--- src/hw/rtl/hkst_pkg.sv ---
`default_nettype none
// ----------------------------------------------------------------------------
// hkst_pkg: shared types and constants for the held key slot tracker
// Word layouts, operation and status codes, sequencer states and the
// slot table control group.
// ----------------------------------------------------------------------------
package hkst_pkg;

  localparam int unsigned KEY_W = 16;
  localparam logic [KEY_W-1:0] FORCED_SLOT = 16'hFFFF;

  localparam logic [1:0] OP_PRESS         = 2'd0;
  localparam logic [1:0] OP_RELEASE       = 2'd1;
  localparam logic [1:0] OP_RESET_TRIG    = 2'd2;
  localparam logic [1:0] OP_RESET_STATE   = 2'd3;

  localparam logic [1:0] STATUS_DONE      = 2'd0;
  localparam logic [1:0] STATUS_HELD      = 2'd1;
  localparam logic [1:0] STATUS_NO_FREE   = 2'd2;
  localparam logic [1:0] STATUS_NOT_HELD  = 2'd3;

  typedef struct packed {
    logic [1:0]       op;
    logic [KEY_W-1:0] key_code;
  } in_word_t;

  typedef struct packed {
    logic       changed;
    logic       button_down;
    logic       went_down_flag;
    logic       went_up_flag;
    logic [1:0] status;
  } out_word_t;

  typedef enum logic [1:0] {
    ST_IDLE,
    ST_SCAN,
    ST_FINISH
  } seq_state_t;

  typedef struct packed {
    logic clear_all;
    logic wr_en;
  } slot_ctl_t;

endpackage

`default_nettype wire

--- src/hw/rtl/hkst_slot_table.sv ---
`default_nettype none
// ----------------------------------------------------------------------------
// hkst_slot_table: key slot storage
// Holds one key code per slot, with one read port, one write port and a
// clear of the whole table. A write in the same cycle as a clear wins.
// ----------------------------------------------------------------------------
module hkst_slot_table #(
  parameter int unsigned SLOT_COUNT = 4,
  parameter int unsigned IDX_W      = 2
) (
  input  wire                          clk,
  input  wire                          rst_n,
  input  wire  hkst_pkg::slot_ctl_t    ctl,
  input  wire  [IDX_W-1:0]             wr_idx,
  input  wire  [hkst_pkg::KEY_W-1:0]   wr_data,
  input  wire  [IDX_W-1:0]             rd_idx,
  output logic [hkst_pkg::KEY_W-1:0]   rd_data
);
  import hkst_pkg::*;

  logic [KEY_W-1:0] slot_r [SLOT_COUNT];

  always_ff @(posedge clk) begin
    if (!rst_n) begin
      for (int i = 0; i < SLOT_COUNT; i++) begin
        slot_r[i] <= '0;
      end
    end else begin
      for (int i = 0; i < SLOT_COUNT; i++) begin
        if (ctl.wr_en && (wr_idx == IDX_W'(i))) begin
          slot_r[i] <= wr_data;
        end else if (ctl.clear_all) begin
          slot_r[i] <= '0;
        end
      end
    end
  end

  assign rd_data = slot_r[rd_idx];

endmodule

`default_nettype wire

--- src/hw/rtl/held_key_slot_tracker_top.sv ---
`default_nettype none
// ----------------------------------------------------------------------------
// held_key_slot_tracker_top: held key slot tracker
// Tracks the keys that hold one button in a small slot table, with sticky
// went-down and went-up flags and a release lock register.
// ----------------------------------------------------------------------------
// A press or release of a nonzero key scans the slots through the single read
// port, one slot per cycle, in ST_SCAN; the result is then registered in
// ST_FINISH, which holds while the output register is full and not taken.
// Every other word goes from ST_IDLE straight to ST_FINISH with no scan.
// A new word is accepted once the previous result is placed in the output
// register. Reset frees all slots and clears the flags and the release lock.
module held_key_slot_tracker_top #(
  parameter int unsigned SLOT_COUNT = 4,
  parameter int unsigned KEY_BITS   = 15
) (
  input  wire                  clk,
  input  wire                  rst_n,
  input  wire                  in_valid,
  output logic                 in_ready,
  input  wire hkst_pkg::in_word_t in_word,
  output logic                 out_valid,
  input  wire                  out_ready,
  output hkst_pkg::out_word_t  out_word,
  input  wire                  cfg_wr_en,
  input  wire                  cfg_wr_data
);
  import hkst_pkg::*;

  localparam int unsigned IDX_W = (SLOT_COUNT > 1) ? $clog2(SLOT_COUNT) : 1;
  localparam logic [IDX_W-1:0] LAST_IDX = IDX_W'(SLOT_COUNT - 1);
  localparam logic [KEY_W-1:0] KEY_MASK = KEY_W'((32'd1 << KEY_BITS) - 32'd1);

  seq_state_t       state_r, state_nxt;
  logic [1:0]       op_r;
  logic [KEY_W-1:0] key_r;
  logic             key_zero_r;
  logic [IDX_W-1:0] idx_r, idx_nxt;
  logic             hit_found_r, hit_found_nxt;
  logic [IDX_W-1:0] hit_idx_r, hit_idx_nxt;
  logic             free_found_r, free_found_nxt;
  logic [IDX_W-1:0] free_idx_r, free_idx_nxt;
  logic             held_one_r, held_one_nxt;
  logic             held_two_r, held_two_nxt;
  logic             down_r, down_nxt;
  logic             went_down_r, went_down_nxt;
  logic             went_up_r, went_up_nxt;
  logic             release_lock_r;
  logic             out_valid_r;
  out_word_t        out_word_r, out_word_nxt;

  logic             accept;
  logic             scan_active;
  logic             commit;
  logic             scan_last;
  logic [KEY_W-1:0] key_masked;
  logic [KEY_W-1:0] rd_data;
  logic             slot_free;
  logic             slot_hit;
  slot_ctl_t        slot_ctl;
  logic [IDX_W-1:0] wr_idx;
  logic [KEY_W-1:0] wr_data;

  hkst_slot_table #(
    .SLOT_COUNT (SLOT_COUNT),
    .IDX_W      (IDX_W)
  ) u_slot_table (
    .clk     (clk),
    .rst_n   (rst_n),
    .ctl     (slot_ctl),
    .wr_idx  (wr_idx),
    .wr_data (wr_data),
    .rd_idx  (idx_r),
    .rd_data (rd_data)
  );

  assign key_masked = in_word.key_code & KEY_MASK;
  assign scan_last  = (idx_r == LAST_IDX);
  assign slot_free  = (rd_data == '0);
  assign slot_hit   = (rd_data == key_r);

  always_comb begin
    state_nxt = state_r;
    case (state_r)
      ST_IDLE: begin
        if (in_valid) begin
          if ((key_masked != '0) &&
              ((in_word.op == OP_PRESS) || (in_word.op == OP_RELEASE))) begin
            state_nxt = ST_SCAN;
          end else begin
            state_nxt = ST_FINISH;
          end
        end
      end
      ST_SCAN: begin
        if (scan_last) begin
          state_nxt = ST_FINISH;
        end
      end
      ST_FINISH: begin
        if (!out_valid_r || out_ready) begin
          state_nxt = ST_IDLE;
        end
      end
      default: state_nxt = ST_IDLE;
    endcase
  end

  always_comb begin
    in_ready    = 1'b0;
    scan_active = 1'b0;
    commit      = 1'b0;
    case (state_r)
      ST_IDLE:   in_ready    = 1'b1;
      ST_SCAN:   scan_active = 1'b1;
      ST_FINISH: commit      = !out_valid_r || out_ready;
      default: ;
    endcase
  end

  assign accept = in_valid && in_ready;

  always_comb begin
    idx_nxt        = idx_r;
    hit_found_nxt  = hit_found_r;
    hit_idx_nxt    = hit_idx_r;
    free_found_nxt = free_found_r;
    free_idx_nxt   = free_idx_r;
    held_one_nxt   = held_one_r;
    held_two_nxt   = held_two_r;
    if (accept) begin
      idx_nxt        = '0;
      hit_found_nxt  = 1'b0;
      hit_idx_nxt    = '0;
      free_found_nxt = 1'b0;
      free_idx_nxt   = '0;
      held_one_nxt   = 1'b0;
      held_two_nxt   = 1'b0;
    end else if (scan_active) begin
      idx_nxt = idx_r + IDX_W'(1);
      if (slot_hit && !hit_found_r) begin
        hit_found_nxt = 1'b1;
        hit_idx_nxt   = idx_r;
      end
      if (slot_free && !free_found_r) begin
        free_found_nxt = 1'b1;
        free_idx_nxt   = idx_r;
      end
      if (!slot_free) begin
        held_one_nxt = 1'b1;
        held_two_nxt = held_two_r || held_one_r;
      end
    end
  end

  always_comb begin
    down_nxt      = down_r;
    went_down_nxt = went_down_r;
    went_up_nxt   = went_up_r;
    slot_ctl      = '0;
    wr_idx        = '0;
    wr_data       = '0;
    out_word_nxt  = '0;
    out_word_nxt.status = STATUS_DONE;
    case (op_r)
      OP_PRESS: begin
        if (key_zero_r) begin
          slot_ctl.clear_all = 1'b1;
          slot_ctl.wr_en     = 1'b1;
          wr_idx             = '0;
          wr_data            = FORCED_SLOT;
          down_nxt           = 1'b1;
          went_down_nxt      = 1'b1;
          out_word_nxt.changed = !down_r;
        end else if (hit_found_r) begin
          out_word_nxt.status = STATUS_HELD;
        end else if (!free_found_r) begin
          out_word_nxt.status = STATUS_NO_FREE;
        end else begin
          slot_ctl.wr_en = 1'b1;
          wr_idx         = free_idx_r;
          wr_data        = key_r;
          down_nxt       = 1'b1;
          went_down_nxt  = 1'b1;
          out_word_nxt.changed = !down_r;
        end
      end
      OP_RELEASE: begin
        if (key_zero_r) begin
          slot_ctl.clear_all = 1'b1;
          down_nxt           = 1'b0;
          went_up_nxt        = 1'b1;
          out_word_nxt.changed = down_r;
        end else if (!hit_found_r) begin
          out_word_nxt.status = STATUS_NOT_HELD;
        end else begin
          slot_ctl.wr_en = 1'b1;
          wr_idx         = hit_idx_r;
          wr_data        = '0;
          went_up_nxt    = 1'b1;
          down_nxt       = held_two_r ? down_r : 1'b0;
          out_word_nxt.changed = down_r && !down_nxt;
        end
      end
      OP_RESET_TRIG: begin
        went_down_nxt = 1'b0;
        went_up_nxt   = 1'b0;
      end
      OP_RESET_STATE: begin
        if (!release_lock_r) begin
          slot_ctl.clear_all = 1'b1;
          down_nxt           = 1'b0;
          out_word_nxt.changed = down_r;
        end
        went_down_nxt = 1'b0;
        went_up_nxt   = 1'b0;
      end
      default: ;
    endcase
    out_word_nxt.button_down    = down_nxt;
    out_word_nxt.went_down_flag = went_down_nxt;
    out_word_nxt.went_up_flag   = went_up_nxt;
    if (!commit) begin
      slot_ctl = '0;
    end
  end

  always_ff @(posedge clk) begin
    if (!rst_n) begin
      state_r        <= ST_IDLE;
      down_r         <= 1'b0;
      went_down_r    <= 1'b0;
      went_up_r      <= 1'b0;
      release_lock_r <= 1'b0;
      out_valid_r    <= 1'b0;
    end else begin
      state_r <= state_nxt;
      if (cfg_wr_en) begin
        release_lock_r <= cfg_wr_data;
      end
      if (commit) begin
        down_r      <= down_nxt;
        went_down_r <= went_down_nxt;
        went_up_r   <= went_up_nxt;
        out_valid_r <= 1'b1;
      end else if (out_ready) begin
        out_valid_r <= 1'b0;
      end
    end
  end

  always_ff @(posedge clk) begin
    if (accept) begin
      op_r       <= in_word.op;
      key_r      <= key_masked;
      key_zero_r <= (key_masked == '0);
    end
    idx_r        <= idx_nxt;
    hit_found_r  <= hit_found_nxt;
    hit_idx_r    <= hit_idx_nxt;
    free_found_r <= free_found_nxt;
    free_idx_r   <= free_idx_nxt;
    held_one_r   <= held_one_nxt;
    held_two_r   <= held_two_nxt;
    if (commit) begin
      out_word_r <= out_word_nxt;
    end
  end

  assign out_valid = out_valid_r;
  assign out_word  = out_word_r;

endmodule

`default_nettype wire
--- config.mk ---
export PLATFORM = sky130hd
export DESIGN_NAME = held_key_slot_tracker_top
export DESIGN_NICKNAME = d
export VERILOG_FILES = /design/src/hw/rtl/hkst_pkg.sv /design/src/hw/rtl/hkst_slot_table.sv /design/src/hw/rtl/held_key_slot_tracker_top.sv
export SDC_FILE = /design/constraint.sdc
export NUM_CORES = 1
export LEC_CHECK = 0
export ABC_AREA = 1
export BUFFER_PORTS_ARGS = -buffer_cell sky130_fd_sc_hd__buf_4
export CORE_UTILIZATION = 49
export CTS_CLUSTER_SIZE = 20
export DETAILED_ROUTE_END_ITERATION = 7
export PLACE_DENSITY_LB_ADDON = 0.25
export SLEW_MARGIN = 20
export SYNTH_ARGS = -nofsm -noshare
export SYNTH_HDL_FRONTEND = slang
export SYNTH_HIERARCHICAL = 1
export SYNTH_SLANG_ARGS = --single-unit
--- constraint.sdc ---
create_clock -name clk -period 2.5 [get_ports clk]
set_input_delay 0.5 -clock clk [delete_from_list [all_inputs] [get_ports clk]]
set_output_delay 0.5 -clock clk [all_outputs]
set_load 0.01 [all_outputs]
-- Word level (Yosys, flattened, before mapping)
Memories as Yosys holds them, arrays and structs flattened. A register that Yosys moved wholly into a read port is not among the register bits.
Cells that the tools add are included.
- input bits: 24
- word-level logic and storage cells: 171
- register bits: 41
- memories kept: 1
- bits in read-only memories: 0
- RAM bits: 64
- output and inout bits: 8
- bits in latches: 0
- memory list (name ; words ; bits a word ; read ports ; clocked after Yosys merged registers in ; wr ports ; line ; text):
    u_slot_table.slot_r ; 4 ; 16 ; 1 ; 1 ; 4 ; hkst_slot_table.sv:21 ; logic [KEY_W-1:0] slot_r [SLOT_COUNT];
- mux-type cells: 94
- reduce and logical (&&, ||, !) cells: 31
- eq/ne operators: 14
- divide/modulo/power cells: 0
- multipliers: 0
- shifts and indexed selects: 0
- magnitude comparators: 0
- add/sub/neg operators: 1
- bitwise logic cells: 9
- operators by type and width (operator ; count):
    $mux 16 ; 10
    $mux 1 ; 56
    $mux 2 ; 17
    $logic_not 16->1 ; 2
    $mux 15 ; 2
    $eq 16x15->1 ; 1
    $reduce_bool 16->1 ; 1
    $eq 2x2->1 const B ; 6
    $logic_and 1x1->1 ; 9
    $eq 2x1->1 const B ; 4
    $logic_not 2->1 ; 4
    $or 1x1->1 ; 8
    $pmux 1 s2 ; 4
    $pmux 2 s2 ; 2
    $ne 2x2->1 const B ; 3
    $pmux 1 s3 ; 2
    $pmux 2 s3 ; 1
    $reduce_and 2->1 ; 3
    $logic_not 1->1 ; 5
    $reduce_or 2->1 ; 2
    $logic_or 1x1->1 ; 3
    $reduce_and 3->1 ; 1
    $add 2x1->2 const B ; 1
    $reduce_bool 2->1 ; 1
    $not 1->1 ; 1

-- Longest topological paths before layout
Gate-level depths: netlist (run 1).
- depth after elaboration: 11
- gate-level depth with buffers: 15

-- Modules after synthesis
The synthesis (run 1) kept the hierarchy.
- by module, submodules not included (module ; instances ; cells an instance ; sequential area each (µm²) ; area an instance (µm²)):
    hkst_slot_table ; 1 ; 354 ; 1921.8 ; 3176.8
    held_key_slot_tracker_top ; 1 ; 282 ; 1061.0 ; 2197.1

-- Worst setup path after synthesis (run 1)
OpenSTA, ideal clock, no wires.
- path type: register to register
- from: reg op_r[1]
- to: mem u_slot_table.slot_r[3][0] (enable)
- clock period less this slack: 2560 ps
- data arrival time: 2189 ps
- stages on the path, launching flop included: 6
- slack: -60 ps
- required time: 2128 ps
- cells stage by stage: edfxtp_1 -> nor2_4 -> nand3_4 -> o32ai_1 -> nand3_1 -> nand2_1
- RTL lines (item ; line ; text):
    start, declared ; held_key_slot_tracker_top.sv:35 ; logic [1:0] op_r;
    start signal, assigned ; held_key_slot_tracker_top.sv:254 ; op_r <= in_word.op;
    end, declared ; hkst_slot_table.sv:21 ;

==> out/qor.txt, run 1 <==
run status -> completed
number of standard cells after synthesis -> 636
power per unit of standard cell area -> 758.2 nW/µm²
kind of cell adding the most delay to the critical path -> simple AND/OR/NAND/NOR gates
highest ir drop seen on vdd -> 457.9 µV
overall die area -> 11,390 µm²
Fin Setup TNS -> 0 ns
sequential element share of the synthesized area -> 55.51%
Slew headroom -> 53.41%
warning count from the yosys run -> 6
met2 Resource Use GR -> 35.85%
multi-input logic area -> 1749 µm²
clock root buffer -> clkbuf_8
Crit path largest cell delay -> 0.53 ns
Core ar. -> 10,460 µm²
pin count of the biggest net entering global routing -> 24
CP most frequent cell -> nand2_4
combined buffer and inverter count along the critical path -> 2
Tcrit/Tclk final -> 88.12%
residual DRC count -> 0
arrival time of the worst setup path -> 2.42 ns
synth-to-layout area growth -> 12.29%
cells resized by post-CTS repair -> 0
class of the tightest hold or removal check -> in -> reg
number of max-cap violations -> 0
area taken by flip-flops and latches -> 2983 µm²
Die X -> 106.7 µm
first-pass GRT wire length -> 18,460 µm
vias after detailed routing -> 4,043
DIE HEIGHT -> 106.7 µm
number of antenna violations at the first check in global routing -> 0
highest attainable clock frequency -> 453.9 MHz
total half-perimeter wirelength after legalization and detailed placement -> 7689 µm
total of flip-flops plus latches after synthesis -> 105
number of nets produced by synthesis -> 661
initial core utilization -> 51.36%
Syn Area/Cell -> 8.450 µm²
postcts setup bufs -> 0
min cycle time layout -> 2.203 ns
number of setup violations in the final report -> 0
cells along the critical path -> nor2_4, nand2_4, nand2_4, inv_2, a21oi_1, buf_4, nand3_2, nor2_1
share of layout cells above drive strength 1 -> 15.49%
final wirelength -> 11,250 µm
met1 track demand over resource -> 27.27%
static leakage -> 0.002686 µW
number of global-route vias before repair -> 3,938
clock tree from TritonCTS -> built
clock latency reported for the late side of the worst-skew pair -> 0.38 ns
transition time at the pin with the least slew margin -> 0.6973 ns
first-iteration detailed-routing DRC count -> 242
maximum level of the CTS H-tree -> 3
Final Max Tran Viols -> 0
number of unique standard cell types used by synthesis -> 35
number of nets still failing antenna checks after routing -> 0
total non-filler cell area in the finished layout -> 6035 µm²
worst setup skew after layout -> 0.01083 ns
GRT overflow -> 0
type of origin of the critical path -> register
final antenna diode count -> 0
Total Nets Final -> 698
clk sink count -> 105
Placement Cell Area -> 5827 µm²
overall global routing resource usage -> 21.77%
first drt pass iteration count -> 5
filler cell count in the final layout -> 952
post-synthesis instance area -> 5374 µm²
CTS clock-pin slew for the worst setup and hold paths -> 0.09 ns
global placer's final weighted congestion -> 0.8282
GRT Max-Usage Layer -> met2
number of failing hold endpoints at the final stage -> 0
number of buffers inserted by port buffering -> 30
maximum count of clock buffers along a single path -> 2
I/O pins -> 32
DR WL/cell -> 13.81 µm
Worst Setup End Kind -> register
CP required -> 2.71 ns
class of the most critical setup path -> reg -> reg
FP Rows -> 37
met3 routing resource usage after global routing -> 3.769%
post-cts hold buffer count -> 0
TritonCTS buffer count -> 9
setup repair after global routing missed its margin -> false
critical-path cell with the highest stage delay -> edfxtp_1
Critical Path Fanout Max -> 17
routed vias/inst -> 4.967
## worst register-to-register path, cell delays in order (launching register included)
cell and delay [ns]:
edfxtp_1 0.53, nor2_4 0.23, nand2_4 0.18, nand2_4 0.14, inv_2 0.05, a21oi_1 0.13, buf_4 0.21, nand3_2 0.35
nor2_1 0.23
## sequential cells by signal, indices dropped and copies added, names as in the netlist, 2 cells and up
| signal | cells |
|---|---|
| op_r | 2 |
| state_r | 2 |
| free_idx_r | 2 |
| out_word | 6 |
| hit_idx_r | 2 |
| key_r | 15 |
| idx_r | 2 |
| u_slot_table/slot_r | 64 |
## power by group
group	internal [µW]	leakage (µW)	switching, µW
logic	424	0.00156	925
registers	2060	0.00103	77.2
clock network	518	0.0000948	574
total	3000	0.00269	1580
## cell type report
cell class / instances / share of cell area [%]
clock inverters: 4 / 0.8708
well taps: 136 / 2.820
repair buffers: 43 / 6.179
inverters: 147 / 9.144
flip-flops and latches: 105 / 49.43
multi-input cells: 367 / 28.99
clock buffers: 12 / 2.571
## worst paths after layout
check	cells after the start	start	slack [ns]	endpoint
hold / removal	1	in_word[16]	0.29	op_r[0]
hold reg to reg	2	held_one_r	0.48	held_one_r
setup / recovery	8	op_r[1]	0.30	u_slot_table/slot_r[0][13]
setup reg to reg	8	op_r[1]	0.30	u_slot_table/slot_r[0][13]
## per-layer routing
| layer | share of wire (%) | up-vias | wire [µm] |
|---|---|---|---|
| met4 | 3.1 | 0 | 346 |
| met1 | 43 | 1875 | 4791 |
| met2 | 49 | 108 | 5505 |
| met5 | 0 | - | 0 |
| li1 | - | 2033 | - |
| met3 | 5.4 | 27 | 602 |
## layout by cell type (no fill, tap or decap), types with 2 or more instances in the layout
cell	instances
o32ai_2	2
nor2_2	11
a21oi_1	13
dfxtp_1	17
edfxtp_1	88
nand3_1	41
clkbuf_8	11
nand2_4	2
nand3_2	2
o21ai_0	12
nand4_4	3
nand2_2	4
a21oi_2	2
inv_1	136
buf_12	4
nor2_4	4
inv_2	11
clkinvlp_4	3
nand2_1	150
buf_4	39
nor2_1	94
o21ai_2	2
nand4_1	3
o21ai_1	11
## cells in the mapped netlist
master | number | share of area [%]
o21ai_1 | 11 | 1.0
a21oi_2 | 2 | 0.33
clkbuf_1 | 3 | 0.21
o22ai_2 | 1 | 0.23
a211oi_1 | 1 | 0.14
inv_1 | 136 | 9.5
o211ai_2 | 1 | 0.23
nand3_2 | 2 | 0.37
nand3_4 | 1 | 0.33
nand4_4 | 3 | 1.2
a21boi_0 | 1 | 0.14
nor2_4 | 4 | 0.84
nand3_1 | 41 | 3.8
dfxtp_1 | 17 | 6.3
nor2_2 | 11 | 1.3
nor3_1 | 1 | 0.093
edfxtp_1 | 88 | 49
nand4_1 | 3 | 0.35
buf_2 | 9 | 0.84
buf_1 | 1 | 0.070
o21ai_2 | 2 | 0.33
nand2_1 | 150 | 10
xor2_1 | 1 | 0.16
o21ai_0 | 12 | 1.1
a21oi_1 | 13 | 1.2
nand2_4 | 2 | 0.42
and3_1 | 1 | 0.12
nand2_2 | 4 | 0.47
buf_6 | 4 | 0.84
ha_1 | 1 | 0.23
nor2_1 | 94 | 6.6
nor2_8 | 1 | 0.37
inv_2 | 11 | 0.77
o32ai_1 | 2 | 0.33
o22ai_1 | 1 | 0.12
## kinds of logic (layout without fill, tap and decap cells)
| family | count (synthesis) | after routing | share of synthesized area [%] |
|---|---|---|---|
| AO/OA/AOI/OAI | 47 | 47 | 5.192 |
| XOR/XNOR | 1 | 1 | 0.1630 |
| adder cells (fa/ha/maj) | 1 | 1 | 0.2328 |
| buffers and inverters | 164 | 206 | 12.22 |
| flip-flops | 105 | 105 | 55.51 |
| AND/OR/NAND/NOR | 318 | 318 | 26.68 |
## metrics by stage
stage / hold WS [ns] / std cells / utilization [%] / setup slack, ns / total power (µW)
floorplan: 0.4376 / 636 / - / 0.2584 / 3101
global placement: 0.4518 / 798 / 55.69 / 0.4001 / 3462
detailed placement: 0.4608 / 798 / 55.69 / 0.3165 / 3517
CTS: 0.2826 / 814 / 57.68 / 0.3028 / 4591
global route: 0.2846 / 814 / 57.68 / 0.1293 / 4853
finish: 0.2948 / 814 / 57.68 / 0.2970 / 4576
(Power assumes the default switching activity.)
==> inputs of run 2 (changes only) <==
Settings changed: ABC_AREA 1 to not set.
==> out/qor.txt, run 2 <==
Cell Count, Final, Fillers Out -> 521 (-36%)
first drt pass iteration count -> 4 (-1)
Tcrit/Tclk final -> 95.92% (+7.8 points)
highest ir drop seen on vdd -> 400.2 µV (-13%)
final wirelength -> 9854 µm (-12%)
overall die area -> 10,290 µm² (-9.6%)
Total Nets Final -> 412 (-41%)
total half-perimeter wirelength after legalization and detailed placement -> 6535 µm (-15%)
clock tree from TritonCTS -> built
number of nets produced by synthesis -> 371 (-44%)
number of antenna violations at the first check in global routing -> 0 (unchanged)
most area-hungry cell type in the Yosys netlist -> edfxtp_1
most used standard cells in the synthesized netlist -> edfxtp_1, and2_1, dfxtp_1, xnor2_1, a21o_1
total of flip-flops plus latches after synthesis -> 105 (unchanged)
max reg flops -> 64 (unchanged)
class of the tightest hold or removal check -> in -> reg
transition time at the pin with the least slew margin -> 0.6193 ns (-0.07795 ns)
CP required -> 2.80 ns (+0.09 ns)
Core ar. -> 9415 µm² (-10%)
TritonCTS buffer count -> 9 (unchanged)
maximum level of the CTS H-tree -> 3 (unchanged)
Critical Path Fanout Max -> 9 (-8)
initial core utilization -> 51.48% (+0.12 points)
Slew headroom -> 58.63% (+5.2 points)
Syn Area/Cell -> 14.01 µm² (+66%)
number of max-cap violations -> 0 (unchanged)
FP Rows -> 35 (-5.4%)
warning count from the yosys run -> 6 (unchanged)
post-synthesis instance area -> 4847 µm² (-9.8%)
fraction of synthesized cell area taken by the top area cell type -> 54.52% (+5.3 points)
synth-to-layout area growth -> 13.96%
class of the most critical setup path -> reg -> reg
CTS clock-pin slew for the worst setup and hold paths -> 0.10 ns (about the same)
DR WL/cell -> 18.91 µm (+37%)
min cycle time layout -> 2.398 ns (+0.1949 ns)
Biggest register -> u_slot_table/slot_r
arrival time of the worst setup path -> 2.70 ns (+0.28 ns)
global placer's final weighted congestion -> 0.7761 (-6.3%)
worst-case hold slack -> 0.3086 ns (+0.01379 ns)
leading cell type in the layout, fill and taps excluded -> edfxtp_1
number of buffers inserted by port buffering -> 30 (unchanged)
first-pass GRT wire length -> 15,520 µm (-16%)
Final Max Tran Viols -> 0 (unchanged)
share of synthesized flip-flops with an asynchronous set or reset -> 0% (unchanged)
maximum count of clock buffers along a single path -> 2 (unchanged)
vias after detailed routing -> 2,915 (-28%)
top-count cell post-synth -> edfxtp_1
setup repair after global routing missed its margin -> false
worst setup skew after layout -> 0.006059 ns (-0.004774 ns)
static leakage -> 0.002100 µW (-22%)
clock root buffer -> clkbuf_8
Worst Setup End Kind -> register
type of origin of the critical path -> register
share of layout cells above drive strength 1 -> 19.90% (+4.4 points)
number of failing hold endpoints at the final stage -> 0 (unchanged)
sequential element share of the synthesized area -> 61.54% (+6.0 points)
post-cts hold buffer count -> 0 (unchanged)
number of cells after detailed placement -> 505 (-37%)
number of unique standard cell types used by synthesis -> 49 (+40%)
run status -> completed
power per unit of standard cell area -> 642.4 nW/µm² (-15%)
residual DRC count -> 0 (unchanged)
number of setup violations in the final report -> 0 (unchanged)
DIE HEIGHT -> 101.5 µm (-4.9%)
count of flip-flops with a built-in enable after synthesis -> 88 (unchanged)
most frequent cells in the layout -> edfxtp_1, and2_1, buf_4
final antenna diode count -> 0 (unchanged)
routed vias/inst -> 5.595 (+13%)
first-iteration detailed-routing DRC count -> 173 (-29%)
number of nets still failing antenna checks after routing -> 0 (unchanged)
main flop type after synthesis -> edfxtp_1
Die X -> 101.5 µm (-4.9%)
pin count of the biggest net entering global routing -> 23 (-4.2%)
I/O pins -> 32 (unchanged)
Area contributors post-synth -> edfxtp_1, and2_1, dfxtp_1
clock latency reported for the late side of the worst-skew pair -> 0.36 ns (-0.02 ns)
highest attainable clock frequency -> 417.0 MHz (-8.1%)
number of global-route vias before repair -> 2,864 (-27%)
clk sink count -> 105 (unchanged)
GRT overflow -> 0 (unchanged)
overall global routing resource usage -> 21.06% (-0.71 points)
number of standard cells after synthesis -> 346 (-46%)
==> run 2: cell families (layout without fill, tap and decap cells) <==
| family | count (synthesis) | count (layout) | synth area share, % |
|---|---|---|---|
| and+or+nand+nor | 129 | 129 | 16.57 |
| DFF | 105 | 105 | 61.54 |
| muxes | 21 | 21 | 8.957 |
| xor gates and xnor gates | 17 | 17 | 3.072 |
| adders and majority gates | 1 | 1 | 0.2581 |
| buffers and inverters | 25 | 71 | 2.891 |
| AOI/OAI and AO/OA | 48 | 48 | 6.712 |
==> run 2: layer usage <==
layer / global-route usage (%) / up-vias / routed length (µm)
li1: - / 1377 / -
met1: 28.76 / 1444 / 4514
met2: 34.28 / 83 / 4695
met5: 0 / - / 0
met4: 6.466 / 0 / 173
met3: 4.141 / 11 / 470
==> run 2: where the power goes <==
part	internal, µW	switching (µW)
sequential	2000	52.8
combinational	271	281
clock	366	576
total	2640	910
==> run 2: path summary, 6_finish.rpt <==
check | start | to | slack (ns) | cells after the start
setup / recovery | idx_r[0] | hit_idx_r[1] | 0.10 | 6
hold / removal | in_word[16] | op_r[0] | 0.31 | 1
setup reg to reg | idx_r[0] | hit_idx_r[1] | 0.10 | 6
hold reg to reg | went_up_r | went_up_r | 0.48 | 2
==> run 2: final cells by class <==
type / count / area (µm²)
inverter: 8 / 30.03
fill: 745 / 3891
clock buffer: 10 / 127.6
sequential: 105 / 2983
clock inverter: 6 / 43.79
multi-input combinational: 216 / 1738
tap: 129 / 161.4
timing repair buffer: 47 / 440.4
==> run 2: what timing repair did <==
action | 4_1_cts | 5_1_grt
endpoints found under the hold margin | 0 | 0
endpoints found under the setup margin | 0 | 1
buffers inserted | 0 | 0
gates resized for setup | 0 | 0
==> run 2: worst max-delay path: stages, from the launching register on <==
cell     delay [ns]
dfxtp_1        0.43
buf_12         0.18
mux4_2         0.55
xnor2_1        0.28
nand4_1        0.19
nor4_4         0.47
mux2i_1        0.23
==> run 2: per-stage QoR <==
stage	setup slack (ns)	setup TNS [ns]	cell area [µm²]	total power (µW)	utilization, %
floorplan	-0.03639	-2.323	4847	2442	-
detailed placement	0.07061	0	5353	2651	56.85
global route	0.02427	0	5524	3696	58.67
finish	0.1020	0	5524	3549	58.67
CTS	0.05379	0	5524	3576	58.67
global placement	0.1544	0	5353	2641	56.85
